--- src/rtl/core/assert_macros.svh ---
// Assertion macros used by the top level of the frame receiver.
// No dependencies; include by bare file name where assertions are written.
`ifndef ASSERT_MACROS_SVH
`define ASSERT_MACROS_SVH

// Check on every edge outside reset.
`define AFR_ASSERT(label, prop, msg) \
	label: assert property (@(posedge clk) disable iff (!arst_n) prop) else $error(msg);

// Check on every edge outside reset, skipping the first edge after it.
`define AFR_ASSERT_PAST(label, prop, msg) \
	label: assert property (@(posedge clk) disable iff (!arst_n) \
		$past(arst_n) |-> (prop)) else $error(msg);

`endif

--- src/rtl/core/afr_pkg.sv ---
// Types and constants of the addressed frame receiver.
// No dependencies; imported by the parser, the result queue and the top level.
`timescale 1ns / 1ps
package afr_pkg;

	localparam int CFG_INDEX_W = 8;

	localparam logic [CFG_INDEX_W-1:0] REG_STATION_ADDRESS   = 8'd0;
	localparam logic [CFG_INDEX_W-1:0] REG_EXPECTED_FUNCTION = 8'd1;

	typedef enum logic [1:0] {
		ST_GOOD     = 2'd0,
		ST_MISMATCH = 2'd1,
		ST_TOO_LONG = 2'd2
	} status_t;

	typedef struct packed {
		logic [7:0] station_address;
		logic [7:0] expected_function;
	} cfg_t;

	typedef struct packed {
		logic [7:0] out_byte;
		logic       is_payload;
		logic       frame_end;
		status_t    frame_status;
		logic [9:0] payload_length;
	} res_t;

endpackage

--- src/rtl/core/addressed_frame_receiver_top.sv ---
// A result enters the queue at the edge that transfers its byte; from an empty queue
// it sits on the result ports right after that edge and can be popped at the next edge.
// Throughput: one byte per cycle; the parser's per-byte phase update and checksum add
// set that figure, the result queue of QUEUE_DEPTH entries absorbs pop stalls, and
// push stalls only while that queue is full.
// Reset (arst_n low, asynchronous): address hunting, counters and sum cleared,
// queue emptied, station_address = 1, expected_function = 0.
`timescale 1ns / 1ps
`include "assert_macros.svh"
module addressed_frame_receiver_top #(
	parameter int FRAME_BYTES = 1024,
	parameter int QUEUE_DEPTH = 4
) (
	input  logic                            clk,
	input  logic                            arst_n,
	input  logic                            push,
	output logic                            full,
	input  logic [7:0]                      rx_byte,
	output logic                            empty,
	input  logic                            pop,
	output logic [7:0]                      out_byte,
	output logic                            is_payload,
	output logic                            frame_end,
	output logic [1:0]                      frame_status,
	output logic [9:0]                      payload_length,
	input  logic                            cfg_valid,
	output logic                            cfg_ready,
	input  logic [afr_pkg::CFG_INDEX_W-1:0] cfg_index,
	input  logic [7:0]                      cfg_data
);
	import afr_pkg::*;

	localparam int CW = $clog2(QUEUE_DEPTH + 1);

	cfg_t          cfg_q;
	logic          in_xfer;
	logic          out_xfer;
	logic          res_valid;
	res_t          res;
	res_t          head;
	logic [CW-1:0] count;

	assign cfg_ready = 1'b1;
	assign full      = (count == CW'(QUEUE_DEPTH));
	assign empty     = (count == '0);
	assign in_xfer   = push && !full;
	assign out_xfer  = pop && !empty;

	always_ff @(posedge clk or negedge arst_n) begin
		if (!arst_n) begin
			cfg_q.station_address   <= 8'd1;
			cfg_q.expected_function <= 8'd0;
		end else if (cfg_valid && cfg_ready) begin
			unique case (cfg_index)
				REG_STATION_ADDRESS:   cfg_q.station_address   <= cfg_data;
				REG_EXPECTED_FUNCTION: cfg_q.expected_function <= cfg_data;
				default: ;
			endcase
		end
	end

	afr_parser #(
		.FRAME_BYTES(FRAME_BYTES)
	) u_parser (
		.clk      (clk),
		.arst_n   (arst_n),
		.in_valid (in_xfer),
		.rx_byte  (rx_byte),
		.cfg      (cfg_q),
		.res_valid(res_valid),
		.res      (res)
	);

	afr_queue #(
		.DEPTH(QUEUE_DEPTH)
	) u_queue (
		.clk    (clk),
		.arst_n (arst_n),
		.wr_en  (res_valid),
		.wr_data(res),
		.rd_en  (out_xfer),
		.rd_data(head),
		.count  (count)
	);

	assign out_byte       = head.out_byte;
	assign is_payload     = head.is_payload;
	assign frame_end      = head.frame_end;
	assign frame_status   = head.frame_status;
	assign payload_length = head.payload_length;

	`AFR_ASSERT(a_result_lands, (res_valid |=> !empty), "result lost before queue")
	`AFR_ASSERT(a_no_result_unaccepted, (res_valid |-> in_xfer), "result without transfer")
	`AFR_ASSERT(a_end_not_payload, (res_valid && res.frame_end |->
		!res.is_payload && res.out_byte == 8'd0), "frame end carries payload")
	`AFR_ASSERT_PAST(a_count_step, (count == $past(count) || count == $past(count) + CW'(1)
		|| count + CW'(1) == $past(count)), "queue count jumped")

endmodule

--- src/rtl/core/afr_parser.sv ---
// Front part: tracks the frame phase per received byte and classifies it.
// Depends on afr_pkg; emits at most one result per accepted byte.
`timescale 1ns / 1ps
module afr_parser #(
	parameter int FRAME_BYTES = 1024
) (
	input  logic          clk,
	input  logic          arst_n,
	input  logic          in_valid,
	input  logic [7:0]    rx_byte,
	input  afr_pkg::cfg_t cfg,
	output logic          res_valid,
	output afr_pkg::res_t res
);
	import afr_pkg::*;

	localparam int PW = $clog2(FRAME_BYTES) + 1;
	localparam logic [PW-1:0] POS_LIMIT = PW'(FRAME_BYTES);
	localparam logic [PW-1:0] POS_FUNC  = PW'(1);
	localparam logic [PW-1:0] POS_LEN   = PW'(2);
	localparam logic [PW-1:0] POS_LAST_LEN = PW'(5);
	localparam logic [PW-1:0] POS_BODY  = PW'(6);

	typedef enum logic [1:0] {
		PH_HUNT,
		PH_FUNC,
		PH_LEN,
		PH_BODY
	} phase_t;

	phase_t        phase_q, phase_d;
	logic [31:0]   len_q, len_d;
	logic [PW-1:0] pos_q, pos_d;
	logic [15:0]   sum_q, sum_d;
	logic [7:0]    cks_lo_q, cks_lo_d;
	logic [32:0]   pay_end;
	logic [32:0]   pos_ext;
	logic [1:0]    len_k;
	logic [15:0]   sum_add;

	assign pay_end = {1'b0, len_q} + 33'd6;
	assign pos_ext = 33'(pos_q);
	assign len_k   = pos_q[1:0] - 2'd2;
	assign sum_add = sum_q + {8'h00, rx_byte};

	always_comb begin
		phase_d   = phase_q;
		len_d     = len_q;
		pos_d     = pos_q;
		sum_d     = sum_q;
		cks_lo_d  = cks_lo_q;
		res_valid = 1'b0;
		res       = '0;
		if (in_valid) begin
			unique case (phase_q)
				PH_HUNT: begin
					phase_d  = PH_HUNT;
					len_d    = '0;
					pos_d    = '0;
					sum_d    = '0;
					cks_lo_d = '0;
					if (rx_byte == cfg.station_address) begin
						sum_d   = {8'h00, rx_byte};
						pos_d   = POS_FUNC;
						phase_d = PH_FUNC;
					end
				end
				PH_FUNC: begin
					if (rx_byte == cfg.expected_function) begin
						sum_d   = sum_add;
						pos_d   = POS_LEN;
						len_d   = '0;
						phase_d = PH_LEN;
					end else begin
						phase_d  = PH_HUNT;
						len_d    = '0;
						pos_d    = '0;
						sum_d    = '0;
						cks_lo_d = '0;
					end
				end
				PH_LEN: begin
					len_d = len_q | ({24'h000000, rx_byte} << {len_k, 3'b000});
					sum_d = sum_add;
					pos_d = pos_q + PW'(1);
					if (pos_q == POS_LAST_LEN) begin
						pos_d   = POS_BODY;
						phase_d = PH_BODY;
					end
				end
				PH_BODY: begin
					if (pos_q >= POS_LIMIT) begin
						phase_d            = PH_HUNT;
						len_d              = '0;
						pos_d              = '0;
						sum_d              = '0;
						cks_lo_d           = '0;
						res_valid          = 1'b1;
						res.frame_end      = 1'b1;
						res.frame_status   = ST_TOO_LONG;
					end else if (pos_ext < pay_end) begin
						sum_d          = sum_add;
						pos_d          = pos_q + PW'(1);
						res_valid      = 1'b1;
						res.out_byte   = rx_byte;
						res.is_payload = 1'b1;
					end else if (pos_ext == pay_end) begin
						cks_lo_d = rx_byte;
						pos_d    = pos_q + PW'(1);
					end else begin
						phase_d            = PH_HUNT;
						len_d              = '0;
						pos_d              = '0;
						sum_d              = '0;
						cks_lo_d           = '0;
						res_valid          = 1'b1;
						res.frame_end      = 1'b1;
						res.frame_status   = ({rx_byte, cks_lo_q} == sum_q) ? ST_GOOD
							: ST_MISMATCH;
						res.payload_length = len_q[9:0];
					end
				end
			endcase
		end
	end

	always_ff @(posedge clk or negedge arst_n) begin
		if (!arst_n) begin
			phase_q  <= PH_HUNT;
			len_q    <= '0;
			pos_q    <= '0;
			sum_q    <= '0;
			cks_lo_q <= '0;
		end else begin
			phase_q  <= phase_d;
			len_q    <= len_d;
			pos_q    <= pos_d;
			sum_q    <= sum_d;
			cks_lo_q <= cks_lo_d;
		end
	end

endmodule

--- src/rtl/core/afr_queue.sv ---
// Back part: short result queue between the parser and the result ports.
// Depends on afr_pkg; the head entry drives the result ports directly.
`timescale 1ns / 1ps
module afr_queue #(
	parameter int DEPTH = 4
) (
	input  logic                       clk,
	input  logic                       arst_n,
	input  logic                       wr_en,
	input  afr_pkg::res_t              wr_data,
	input  logic                       rd_en,
	output afr_pkg::res_t              rd_data,
	output logic [$clog2(DEPTH+1)-1:0] count
);
	import afr_pkg::*;

	localparam int AW = $clog2(DEPTH);
	localparam int CW = $clog2(DEPTH + 1);
	localparam logic [AW-1:0] LAST = AW'(DEPTH - 1);

	res_t          mem_q [DEPTH];
	logic [AW-1:0] wr_ptr_q;
	logic [AW-1:0] rd_ptr_q;
	logic [CW-1:0] count_q;

	assign rd_data = mem_q[rd_ptr_q];
	assign count   = count_q;

	always_ff @(posedge clk) begin
		if (wr_en) begin
			mem_q[wr_ptr_q] <= wr_data;
		end
	end

	always_ff @(posedge clk or negedge arst_n) begin
		if (!arst_n) begin
			wr_ptr_q <= '0;
			rd_ptr_q <= '0;
			count_q  <= '0;
		end else begin
			if (wr_en) begin
				wr_ptr_q <= (wr_ptr_q == LAST) ? '0 : wr_ptr_q + AW'(1);
			end
			if (rd_en) begin
				rd_ptr_q <= (rd_ptr_q == LAST) ? '0 : rd_ptr_q + AW'(1);
			end
			if (wr_en && !rd_en) begin
				count_q <= count_q + CW'(1);
			end else if (rd_en && !wr_en) begin
				count_q <= count_q - CW'(1);
			end
		end
	end

endmodule
--- config.mk ---
export PLATFORM = sky130hd
export DESIGN_NAME = addressed_frame_receiver_top
export DESIGN_NICKNAME = d
export VERILOG_FILES = /design/src/rtl/core/afr_pkg.sv /design/src/rtl/core/addressed_frame_receiver_top.sv /design/src/rtl/core/afr_parser.sv /design/src/rtl/core/afr_queue.sv
export VERILOG_INCLUDE_DIRS = /design/src /design/src/rtl/core
export SDC_FILE = /design/constraint.sdc
export NUM_CORES = 1
export LEC_CHECK = 0
export ABC_CLOCK_PERIOD_IN_PS = 7370
export BUFFER_PORTS_ARGS = -buffer_cell sky130_fd_sc_hd__buf_4
export CORE_ASPECT_RATIO = 0.9
export CORE_MARGIN = 2
export CORE_UTILIZATION = 35
export CTS_CLUSTER_DIAMETER = 150
export DETAILED_ROUTE_END_ITERATION = 10
export GPL_ROUTABILITY_DRIVEN = 1
export PLACE_DENSITY = 0.5
export SETUP_SLACK_MARGIN = 0.15
export SYNTH_ARGS = -nofsm -noshare
export SYNTH_HDL_FRONTEND = slang
export SYNTH_HIERARCHICAL = 1
export SYNTH_SLANG_ARGS = --single-unit
export TNS_END_PERCENT = 5
--- constraint.sdc ---
create_clock -name clk -period 7.37 [get_ports clk]
set_input_delay 1.1055 -clock clk [delete_from_list [all_inputs] [get_ports clk]]
set_output_delay 1.1055 -clock clk [all_outputs]
set_load 0.05 [all_outputs]
# After elaboration in Yosys (flattened, before gate mapping)
# Memories as Yosys holds them, arrays and structs flattened.
# Cells that the tools add are included.
# classes
n_eq_ne	17
magnitude_cmp	2
n_bitwise	1
multipliers	0
reduce_logical	20
n_mux	49
add_sub_neg	8
n_shift	1
div_mod_pow	0
# op_table
operator	count
$mux W32	3
$pmux W32 S3	1
$mux W16	4
$pmux W16 S4	1
$mux W11	4
$mux W22	2
$pmux W11 S4	1
$mux W8	5
$add A32 B3 Y33 const B	1
$eq A11 B33 Y1	1
$lt A11 B33 Y1	1
$or A32 B32 Y32	1
$shl A8 B5 Y32	1
$mux W13	2
$pmux W8 S3	1
$mux W9	2
$add A16 B8 Y16	1
$eq A16 B16 Y1	1
$eq A8 B8 Y1	2
$mux W2	8
$add A11 B1 Y11 const B	1
$eq A11 B3 Y1 const B	1
$ge A11 B11 Y1 const B	1
$mux W1	10
other kinds (26)	42
# word_totals
output_inout_bits	25
mem_bits_ro	0
mem_bits_rw	88
word_cells	109
input_bits	29
n_memories	1
ff_bits	92
latch_bits	0
# memory_table
name	depth	width	read_ports	rd_clocked_by_memory_dff	write_ports	line	text
u_queue.mem_q	4	22	1	0	1	afr_queue.sv:21	res_t mem_q [DEPTH];

# Depth between registers and ports, before layout
# logic_depth
ltp_word	11
depth_mapped	18
ltp_nobuf	18

# Modules after synthesis
# The synthesis kept the hierarchy.
# modules_own_cells
mod	cells_per_inst	area_per_inst_um2	seq_area_each_um2	n_inst
afr_parser	559	4875.9	1726.7	1
afr_queue	150	3613.5	2817.7	1
addressed_frame_receiver_top	43	723.2	401.6	1

# Worst setup path after synthesis
# Ideal clock, no wire load.
# synth_path
path_kind	reg-to-reg
from	register u_parser.len_q[1]
to	register u_queue.count_q[1], in the netlist u_queue/count[1]
arrival_time_ns	3.819
path_buffers	0
setup_slack_ns	3.426
synth_period_minus_slack_ns	3.944
stages_incl_launch_ff	15
setup_ns	0.125
cell_sequence	dfrtp_1 inv_1 ha_1 nand3b_1 or4_1 nor2_1 xnor2_1 nand4_1 or3_1 nor2_1 a31oi_1 ha_1 inv_1 fa_1 mux2_2
# synth_between
elab_chain_len	10
word_cells_on_any_way	13
classes_between	add/sub (1); order compare (1); eq/ne (1); mux (6); reduce/logical (4)
# synth_lines
item	line	text
start, declared	afr_parser.sv:32	logic [31:0] len_q, len_d;
start signal, assigned	afr_parser.sv:136	len_q <= len_d;
$add A32 B3 Y33 (*)	afr_parser.sv:41	assign pay_end = {1'b0, len_q} + 33'd6;
branches (longest 2 deep; another with $lt A11 B33 Y1)	n/a	
$mux W1 (*)	afr_parser.sv:101	end else if (pos_ext < pay_end) begin
$mux W1 (*)	afr_parser.sv:92	if (pos_q >= POS_LIMIT) begin
$mux W1 (*)	afr_parser.sv:55	unique case (phase_q)
$mux W1 (*)	afr_parser.sv:54	if (in_valid) begin
named net res_valid	addressed_frame_receiver_top.sv:38	logic res_valid;
$logic_not A1 Y1	afr_queue.sv:49	end else if (rd_en && !wr_en) begin
$logic_and A1 B1 Y1	afr_queue.sv:49	
$reduce_bool A2 Y1 (no source line)	n/a	
end signal, assigned	afr_queue.sv:48	count_q <= count_q + CW'(1);
end signal, assigned	afr_queue.sv:50	count_q <= count_q - CW'(1);
end, declared	afr_queue.sv:24	logic [CW-1:0] count_q;
# Mark *: on every way through the listed nets, which the timed path passes.
# A chain may end at the register's enable or synchronous reset.

# Worst setup path after layout
# layout_path
from	register u_parser.len_q[1]
to	register u_parser.len_q[21]
# layout_between
elab_chain_len	4
word_cells_on_any_way	6
classes_between	add/sub (1); order compare (1); eq/ne (3); reduce/logical (1)
# layout_lines
item	line
$add A32 B3 Y33 (*)	afr_parser.sv:41
$lt A11 B33 Y1 / $eq A11 B33 Y1 (equally long branches)	afr_parser.sv:101, afr_parser.sv:107
$ne A3 B2 Y1 (no source line)	n/a
$reduce_and A3 Y1 (no source line) (*)	n/a
# Mark *: on every way between the ends. The rest lies on a longest branch, timed or not.

==> impl_summary.log <==
INFO  metric track_usage = 0.162
INFO  metric period_share = 0.633
INFO  metric antenna_left = 0
INFO  metric route.layer.met1.wl = 10300 um
INFO  metric grt_setup_unrepaired = no
INFO  metric placement_rows = 56
INFO  metric ys_seq_area_frac = 0.537
INFO  metric dominantRegCellSynth = dfrtp_1
INFO  metric die_y = 158 um
INFO  metric ys_async_sr_fraction = 0.511
INFO  metric grt_first_pass_wirelength = 34600 um
INFO  metric drt_iter0_markers = 446
INFO  metric critPathRequiredTime = 7.62 ns
INFO  metric synth_top_cell_by_area = edfxtp_1
INFO  metric synth_top_family_by_area = simple AND/OR/NAND/NOR gates
INFO  metric worst_hold_startpoint = u_queue/count[2]
INFO  metric syn-instance-count = roughly 750
INFO  metric yosys.cell_types.count = 67
INFO  metric die_w = 175 um
INFO  metric grt_antenna_before_repair = 0
INFO  metric mappedNetlistArea = 9210 um^2
INFO  metric multiInputGateArea = 3990 um^2
INFO  metric final_max_slew_violation_count = 0
INFO  metric worst_hold_slack_after_final_layout = 0.493 ns
INFO  metric grt_pass1_vias = 6327
INFO  metric synth_fp_nets = 812
INFO  metric final-seq-area = 4950 um^2
INFO  metric globalRouteOverflowTotal = 0
INFO  metric yosys.area_share.simple = 0.148
INFO  metric routed_wire_length_per_instance = 18.7 um
INFO  metric wl_met3 = 858 um
INFO  metric r2r_setup_slack = 2.71 ns
INFO  metric pwr_density_cell = 277 nW/um^2
INFO  metric met2WireLength = 10300 um
INFO  metric setup-violations-final = 0
INFO  metric r2r.worst_path.cells = 15
INFO  metric cts_max_level = 4
INFO  metric share_of_the_synthesized_area_in_the_top_cell_type = 0.287
INFO  metric worst_clock_skew = around 0.013 ns
INFO  metric tritoncts_clock_tree = yes
INFO  metric cts_made_buffers = 17
INFO  metric timing.hold.worst_endpoint = u_queue/count[2]
INFO  metric growth_of_design_area_from_synthesis_to_finish = 14.3%
INFO  metric dp_hpwl = approximately 15000 um
INFO  metric routed_wirelength = 21700 um
INFO  metric core_region_area = 26000 um^2
INFO  metric layout-drive-gt1-share = 0.184
INFO  metric finalSetupTns = 0 ns
INFO  metric cts_post_setup_buffers_inserted = 0
INFO  metric mostFrequentLayoutCells = 91 x dfrtp_1, 88 x edfxtp_1, 72 x nor2_1, 63 x buf_4
INFO  metric path_clk_slew = 0.08 ns
INFO  metric hold_depth = 1
INFO  metric cts_root_buffer = clkbuf_16
INFO  metric yosys.area_share.xor_xnor = 0.0580
INFO  metric slew-limit-headroom = 0.185
INFO  metric cts_repair_resize_count = 0
INFO  metric synth_area_in_compound_gates = 0.0978
INFO  metric worst_slew_pin_slew = 1.22 ns
INFO  metric setup.worst_path.class = reg2reg
INFO  metric endpoint_kind = flip-flop
INFO  metric period_minus_slack = 4.66 ns
INFO  metric hold_class = reg2reg
INFO  metric final-hold-violation-count = 0
INFO  metric ctsHoldBuffers = 0
INFO  metric latest_clock_arrival_within_the_worst_skew_pair = about 0.43 ns
INFO  metric postLayoutCellArea = about 11000 um^2
INFO  metric irDropWorstVdd = 0.000113 V
INFO  metric drt-vias-per-instance = 5.39
INFO  metric clock_tree.buffer_depth = 2
INFO  metric yosys_warnings = 6
INFO  metric run_status = finished, final reports clean
INFO  metric highest-signal-layer = met4
INFO  metric drt_drc_violations_left = 0
INFO  metric cp_max_fo = 38
INFO  metric critPathArrivalTime = 4.92 ns
INFO  metric routed-via-count = 6248
INFO  metric fillCellCount = 2476
INFO  metric max_cap_violations = 0
INFO  metric synth.ff_latch_count = 180
INFO  metric final_common_cell = dfrtp_1
INFO  metric post_synth_main_area_contributors = edfxtp_1 29%, dfrtp_1 25%, mux4_2 4.4%
INFO  metric effective_utilization_at_floorplan = 0.354
INFO  metric num-nets-final = 858
INFO  metric yosys-mux-area-fraction = 0.0853
INFO  metric power.static_leakage = 4.05 nW
INFO  metric fmaxAchievable = roughly 0.21 GHz
INFO  metric ios = 54
INFO  metric io_buffers = 52
INFO  metric timing.critical_path.from_type = flip-flop
INFO  metric report.power.total = 2.91 mW
INFO  metric r2r_path_start = u_parser/len_q[1]
INFO  metric tritoncts_num_sinks = 180
INFO  metric number_of_inserted_diodes = 0
INFO  metric drt_pre_antenna_iters = 5
INFO  metric floorplan_die_area = 27600 um^2
INFO  metric synth_adder_area_share = 0.0437
INFO  metric regToRegEndpoint = u_parser/len_q[21]
INFO  metric post_synth.cell_area_avg = between 10 and 15 um^2
INFO  metric largest_net_degree_at_the_start_of_global_routing = between 70 and 80
INFO  metric synth-edff-count = slightly below 90
INFO  metric globalplace.congestion = between 0.8 and 0.9
INFO  metric detailed_place.area = 9900 um^2
state kept, by name, summed over array words and instances (netlist names), named ones only:
name	count
u_parser/pos_q	11
u_queue/count	3
cfg_q	16
u_queue/rd_ptr_q	2
u_parser/cks_lo_q	8
u_parser/phase_q	1
u_parser/sum_q	16
u_queue/mem_q	88
u_parser/len_q	32
u_queue/wr_ptr_q	2
cell usage after synthesis, drive strengths merged (3+ instances only):
cell type	n
edfxtp	88
nor4	13
or4	3
o2bb2ai	5
inv	16
nand3	16
a31oi	33
xnor2	28
nor2	72
o21ai	21
a21oi	24
a211oi	3
a22oi	9
nor3b	4
nor2b	4
and2	30
nand2	31
mux2	20
ha	29
o31ai	4
a21o	5
o21bai	3
and3	13
o211ai	4
or3	3
nor3	12
nand4	25
xor2	33
clkbuf	17
a21bo	8
dfrtp	91
mux4	22
nand2b	8
nor4b	4
buf	19
o22ai	3
a21boi	4
cell type report:
class,count,share of cell area
Clock buffer,17,0.0404
Tap cell,348,0.0414
Timing Repair Buffer,63,0.0449
Clock inverter,15,0.0189
Multi-Input combinational cell,520,0.379
Sequential cell,180,0.470
Inverter,16,0.00570
power by group:
part	switching, mW	internal [mW]	leakage, nW
Combinational	0.442	0.305	1.78
Sequential	0.130	1.12	1.97
Clock	0.456	0.464	0.300
Total	1.03	1.89	4.05
worst max-delay path by stage:
stage / from / end / slack (ns)
after floorplan: u_parser/len_q[1] / u_queue/count[1] / 3.43
after global placement: u_parser/len_q[1] / u_parser/len_q[19] / 2.90
after detailed placement: u_parser/len_q[1] / u_parser/len_q[24] / 2.70
after CTS: u_parser/len_q[1] / u_parser/len_q[7] / 2.67
after global routing: u_parser/len_q[1] / u_parser/len_q[18] / 2.27
final: u_parser/len_q[1] / u_parser/len_q[21] / 2.71
through the flow:
| stage | instances | utilization | setup slack (ns) |
|---|---|---|---|
| floorplan | 752 | - | 3.43 |
| global placement | 1127 | 0.381 | 2.90 |
| detailed placement | 1127 | 0.381 | 2.70 |
| CTS | 1159 | 0.405 | 2.67 |
| global route | 1159 | 0.405 | 2.27 |
| finish | 1159 | 0.405 | 2.71 |
logic make-up after synthesis:
kind of cell | after synthesis
simple gates | 247
mux | 44
fa+ha+maj | 31
buf+inv | 52
other cells | 1
compound gates | 136
xor+xnor | 61
flops | 180
per-layer routing:
layer / track usage / up-vias
met4: 0.0385 / 0
met2: 0.267 / 155
li1: - / 2900
met3: 0.0281 / 19
met5: 0 / -
met1: 0.225 / 3174
worst max-delay path: stages (launching register included):
cell and delay, ns:
dfrtp_1 0.39, inv_1 0.10, ha_1 0.22, nand3b_1 0.36, nor2_1 0.22, xnor2_1 0.10
ha_1 0.30, nand2_1 0.05, o21ai_0 0.15, o21ba_2 0.17, o21ai_0 0.23, nor4b_4 0.47
a21o_1 0.19, buf_4 0.35, and3b_1 1.05, nor2_1 0.13
Note: power is estimated with default switching activity, not from simulation.
